## config.mk

```make
export PLATFORM = sky130hd
export DESIGN_NAME = bb3_ctrl
export DESIGN_NICKNAME = d
export VERILOG_FILES = /design/src/sv/bb3_pkg.sv /design/src/sv/bb3_ctrl.sv
export SDC_FILE = /design/constraint.sdc
export NUM_CORES = 1
export LEC_CHECK = 0
export ABC_AREA = 1
export BUFFER_PORTS_ARGS = -buffer_cell sky130_fd_sc_hd__buf_2
export CAP_MARGIN = 10
export CORE_AREA = 2 2 39 41
export DETAILED_ROUTE_END_ITERATION = 10
export DIE_AREA = 0 0 41 43
export MAX_ROUTING_LAYER = met4
export REMOVE_ABC_BUFFERS = 1
export SLEW_MARGIN = 20
export SYNTH_ARGS = -nofsm -noshare
export SYNTH_HDL_FRONTEND = slang
export SYNTH_SLANG_ARGS = --single-unit
```

## constraint.sdc

```tcl
create_clock -name clk -period 1.1 [get_ports clk]
set_input_delay 0.22 -clock clk [delete_from_list [all_inputs] [get_ports clk]]
set_output_delay 0.22 -clock clk [all_outputs]
set_load 0.05 [all_outputs]
```

## src/sv/bb3_pkg.sv

```systemverilog
// Shared types, constants and the divide-by-count reciprocal table for the 3x3 box blur.
// No dependencies; used by bb3_ctrl, bb3_dp and box_blur_3x3_rgb.
package bb3_pkg;

    localparam int MAX_LINE_WIDTH_DEF = 1024;
    localparam int CFG_W_WIDTH        = 11;
    localparam int CFG_H_WIDTH        = 16;
    localparam int RECIP_SHIFT        = 18;
    localparam int RECIP_WIDTH        = 18;
    localparam int SUM_WIDTH          = 12;
    localparam int CNT_WIDTH          = 4;
    localparam int NUM_WIDTH          = 13;

    localparam logic REG_LINE_WIDTH   = 1'b0;
    localparam logic REG_FRAME_HEIGHT = 1'b1;

    localparam logic [CFG_W_WIDTH-1:0] LINE_WIDTH_RST   = 11'd640;
    localparam logic [CFG_H_WIDTH-1:0] FRAME_HEIGHT_RST = 16'd480;

    typedef struct packed {
        logic load;
        logic rd;
        logic shift;
        logic sum;
        logic mul;
    } cmd_t;

    typedef struct packed {
        logic ignore;
        logic emit;
    } status_t;

    // ceil(2^18 / (2*n)); exact floor quotient for numerators below 4600
    function automatic logic [RECIP_WIDTH-1:0] recip(input logic [CNT_WIDTH-1:0] n);
        logic [RECIP_WIDTH-1:0] m;
        case (n)
            4'd2:    m = 18'd65536;
            4'd3:    m = 18'd43691;
            4'd4:    m = 18'd32768;
            4'd6:    m = 18'd21846;
            4'd9:    m = 18'd14564;
            default: m = 18'd131072;
        endcase
        return m;
    endfunction

endpackage

```

## src/sv/bb3_ctrl.sv

```systemverilog
// Sequencer for the box blur: handshakes and per-transfer command pulses.
// Depends on bb3_pkg (cmd_t, status_t).
module bb3_ctrl (
    input  logic             clk,
    input  logic             rst_n,
    input  logic             in_valid,
    output logic             in_ready,
    output logic             out_valid,
    input  logic             out_ready,
    input  bb3_pkg::status_t status,
    output bb3_pkg::cmd_t    cmd
);

    typedef enum logic [5:0] {
        S_IDLE  = 6'b000001,
        S_READ  = 6'b000010,
        S_SHIFT = 6'b000100,
        S_SUM   = 6'b001000,
        S_MUL   = 6'b010000,
        S_OUT   = 6'b100000
    } state_t;

    state_t state_reg, state_next;

    assign in_ready  = (state_reg == S_IDLE);
    assign out_valid = (state_reg == S_OUT);

    always_comb
    begin
        state_next = state_reg;
        cmd        = '0;
        unique case (state_reg)
            S_IDLE:
            begin
                // an early drain tick is dropped without touching state
                if (in_valid && !status.ignore)
                begin
                    cmd.load   = 1'b1;
                    state_next = S_READ;
                end
            end
            S_READ:
            begin
                cmd.rd     = 1'b1;
                state_next = S_SHIFT;
            end
            S_SHIFT:
            begin
                cmd.shift  = 1'b1;
                state_next = status.emit ? S_SUM : S_IDLE;
            end
            S_SUM:
            begin
                cmd.sum    = 1'b1;
                state_next = S_MUL;
            end
            S_MUL:
            begin
                cmd.mul    = 1'b1;
                state_next = S_OUT;
            end
            S_OUT:
            begin
                if (out_ready)
                    state_next = S_IDLE;
            end
            default: state_next = S_IDLE;
        endcase
    end

    always_ff @(posedge clk or negedge rst_n)
    begin
        if (!rst_n)
            state_reg <= S_IDLE;
        else
            state_reg <= state_next;
    end

endmodule

```

==> flow_summary.yaml <==
run_status:
  violations: "setup timing"
  outcome: "finished, violations left"
worst_setup_path:
  crit_path_start_kind: "flip-flop"
  reg2reg_from: "state_reg[3]"
  crit_arrival_ns: 1.32
  critPathKind: "reg2out"
  cp_max_fo: 4
  end_kind: "primary output"
  required_ns: 0.88
  reg2reg_slack_ns: -0.23
  r2r_end: "state_reg[0]"
  reg2regPathDepth: 9
final_layout:
  largest_reg_flops: 6
  antenna_cells: 0
  finalNetCount: 90
  fillers: 129
  layout-drive-gt1-share_pct: 69.9
  fin_area_um2: 769
  stdcell_count: 99
  syn_to_final_growth_pct: 107
power:
  irDropWorstVdd_uv: 1120
  power_density_nw_per_um2: 1790
  power_w: 0.00138
  p_leak_nw: 0.416
die:
  top_level_ports: 13
  die_area_um2: 1760
  core-area_um2: 1380
  die_w_um: 41
  initial_core_util_pct: 26.9
  placementRows: 14
  die_height_um: 43
clock_network:
  cts_tree: "built"
  clock-root-buffer: "clkbuf_4"
  cts_buffers: 3
  clock_sinks: 6
  htreeDepth: 1
  clk_pin_slew_worst_paths_ns: 0.05
  clk_path_buf_depth: 2
  insertion_delay_ns: 0.25
route:
  postRouteAntennaNets: 0
  wire_per_inst_um: 10.2
  vias: 434
  viasPerCell: 4.38
  finalWirelength_mm: 1.01
  drtPass1Iterations: 2
  drt_iter0_markers: 3
  drc: 0
logic_synthesis:
  postSynthAreaPerCell_um2: 8.08
  synthTopCellsByArea: "dfrtp_1, nor2_4, inv_1, dfstp_2, nand2_1"
  netlist_area_um2: 372
  ys_seq_area_share_pct: 40.7
  synth_top_cell_area_share_pct: 33.7
  syn-instance-count: 46
  synth_edf_count: 0
  synth_flop_cell: "dfrtp_1"
  ys_types: 15
  async_reset_ff_share_pct: 100
  yosysTopAreaCell: "dfrtp_1"
  synth_commonest_cells: "inv_1, nand2_1, nor2_1"
  yosys_register_bits: 6
  synth_most_common_cell: "inv_1"
  ys_warn_count: 0
global_route:
  grt_max_degree: 7
  grt_pass1_wl_mm: 1.50
  track_usage_pct: 13.0
  grt_pass1_vias: 384
  gr-total-overflow: 0
  antenna_found_initial: 0
worst_hold_path:
  min_path_cells: 3
  min_path_type: "in2reg"
  hp-start: "status[0]"
  holdPathEnd: "state_reg[3]"
timing:
  tightestPinTransition_ns: 0.190
  rsz0062_at_grt: "yes"
  slew_viol_final: 0
  hold_viol_final: 0
  min_period_ns: 1.54
  layout_worst_path_cycle_share_pct: 140
  slew_headroom_pct: 87.3
  setup_ws_ns: -0.438
  fmax_mhz: 650
  skew_ns: 0.00284
  finalSetupViolations: 11
  fin_hold_ws_ns: 0.221
flow_run:
  maxCapViolations: 0
placement:
  io_buffers: 12
  postPlaceCellArea_um2: 534
  finalWeightedCongestion: 0.743
  place_hpwl_um: 626
  dp.cells: 85
  pre_cts_ws_ns: -0.282
[report_power, final]
part	switching, W	internal [W]
Clock	0.0000863	0.000138
Combinational	0.000455	0.000395
Sequential	0.0000363	0.000270
Total	0.000578	0.000803
[worst max path at each step]
stage                 startpoint  depth (start not counted)      to
floorplan           state_reg[0]                          4  cmd[4]
global placement    state_reg[0]                          5  cmd[4]
detailed placement  state_reg[0]                          5  cmd[4]
CTS                 state_reg[2]                          4  cmd[4]
global route        state_reg[4]                          4  cmd[4]
finish              state_reg[4]                          4  cmd[4]
[area by class of cell]
cell class              instances  area (µm²)  area share (%)
clock buffers                   4        26.3            3.41
flip-flops and latches          6         153            19.8
inverters                      11        41.3            5.37
multi-input cells              29         235            30.6
well taps                      16        20.0            2.60
repair buffers                 33         294            38.2
[worst max-delay path, stage by stage, from the launching register on]
cell     delay [ns]
dfrtp_1        0.41
nor2_4         0.21
nand2_4        0.10
nor3_4         0.17
buf_6          0.18
[routing by layer]
layer,share of wire [%],wire length (µm),GRT usage (%),vias up
li1,-,-,-,219
met1,40,402,15.8,202
met2,54,542,18.4,10
met3,4.9,50,3.14,3
met4,1.8,18,8.00,0
met5,0,0,-,-
[stage by stage]
stage / TNS, ns / utilization, %
finish: -3.06 / 55.6
global route: -3.67 / 55.6
CTS: -2.79 / 48.3
detailed placement: -1.32 / 38.6
global placement: -1.24 / 38.6
floorplan: -2.49 / -
[timing repair]
item,in CTS,in global routing
pin swaps,4,13
hold buffers,1,0
endpoints found under the setup margin,9,11
buffers inserted,3,8
hold endpoints to repair,6,0
gates resized for setup,23,15
[cells by family after synthesis]
group	after synthesis	synth area share [%]
compound gates	1	2.36
buf+inv	11	11.1
simple gates	28	45.8
flops	6	40.7
[layout by cell type (no fill, tap or decap), drive strengths merged, types with 2 or more instances in the layout]
master   n
buf     32
nand4    4
nand2    8
nor3     2
clkbuf   4
inv     11
dfrtp    5
nor2    12
(Power assumes the default switching activity.)
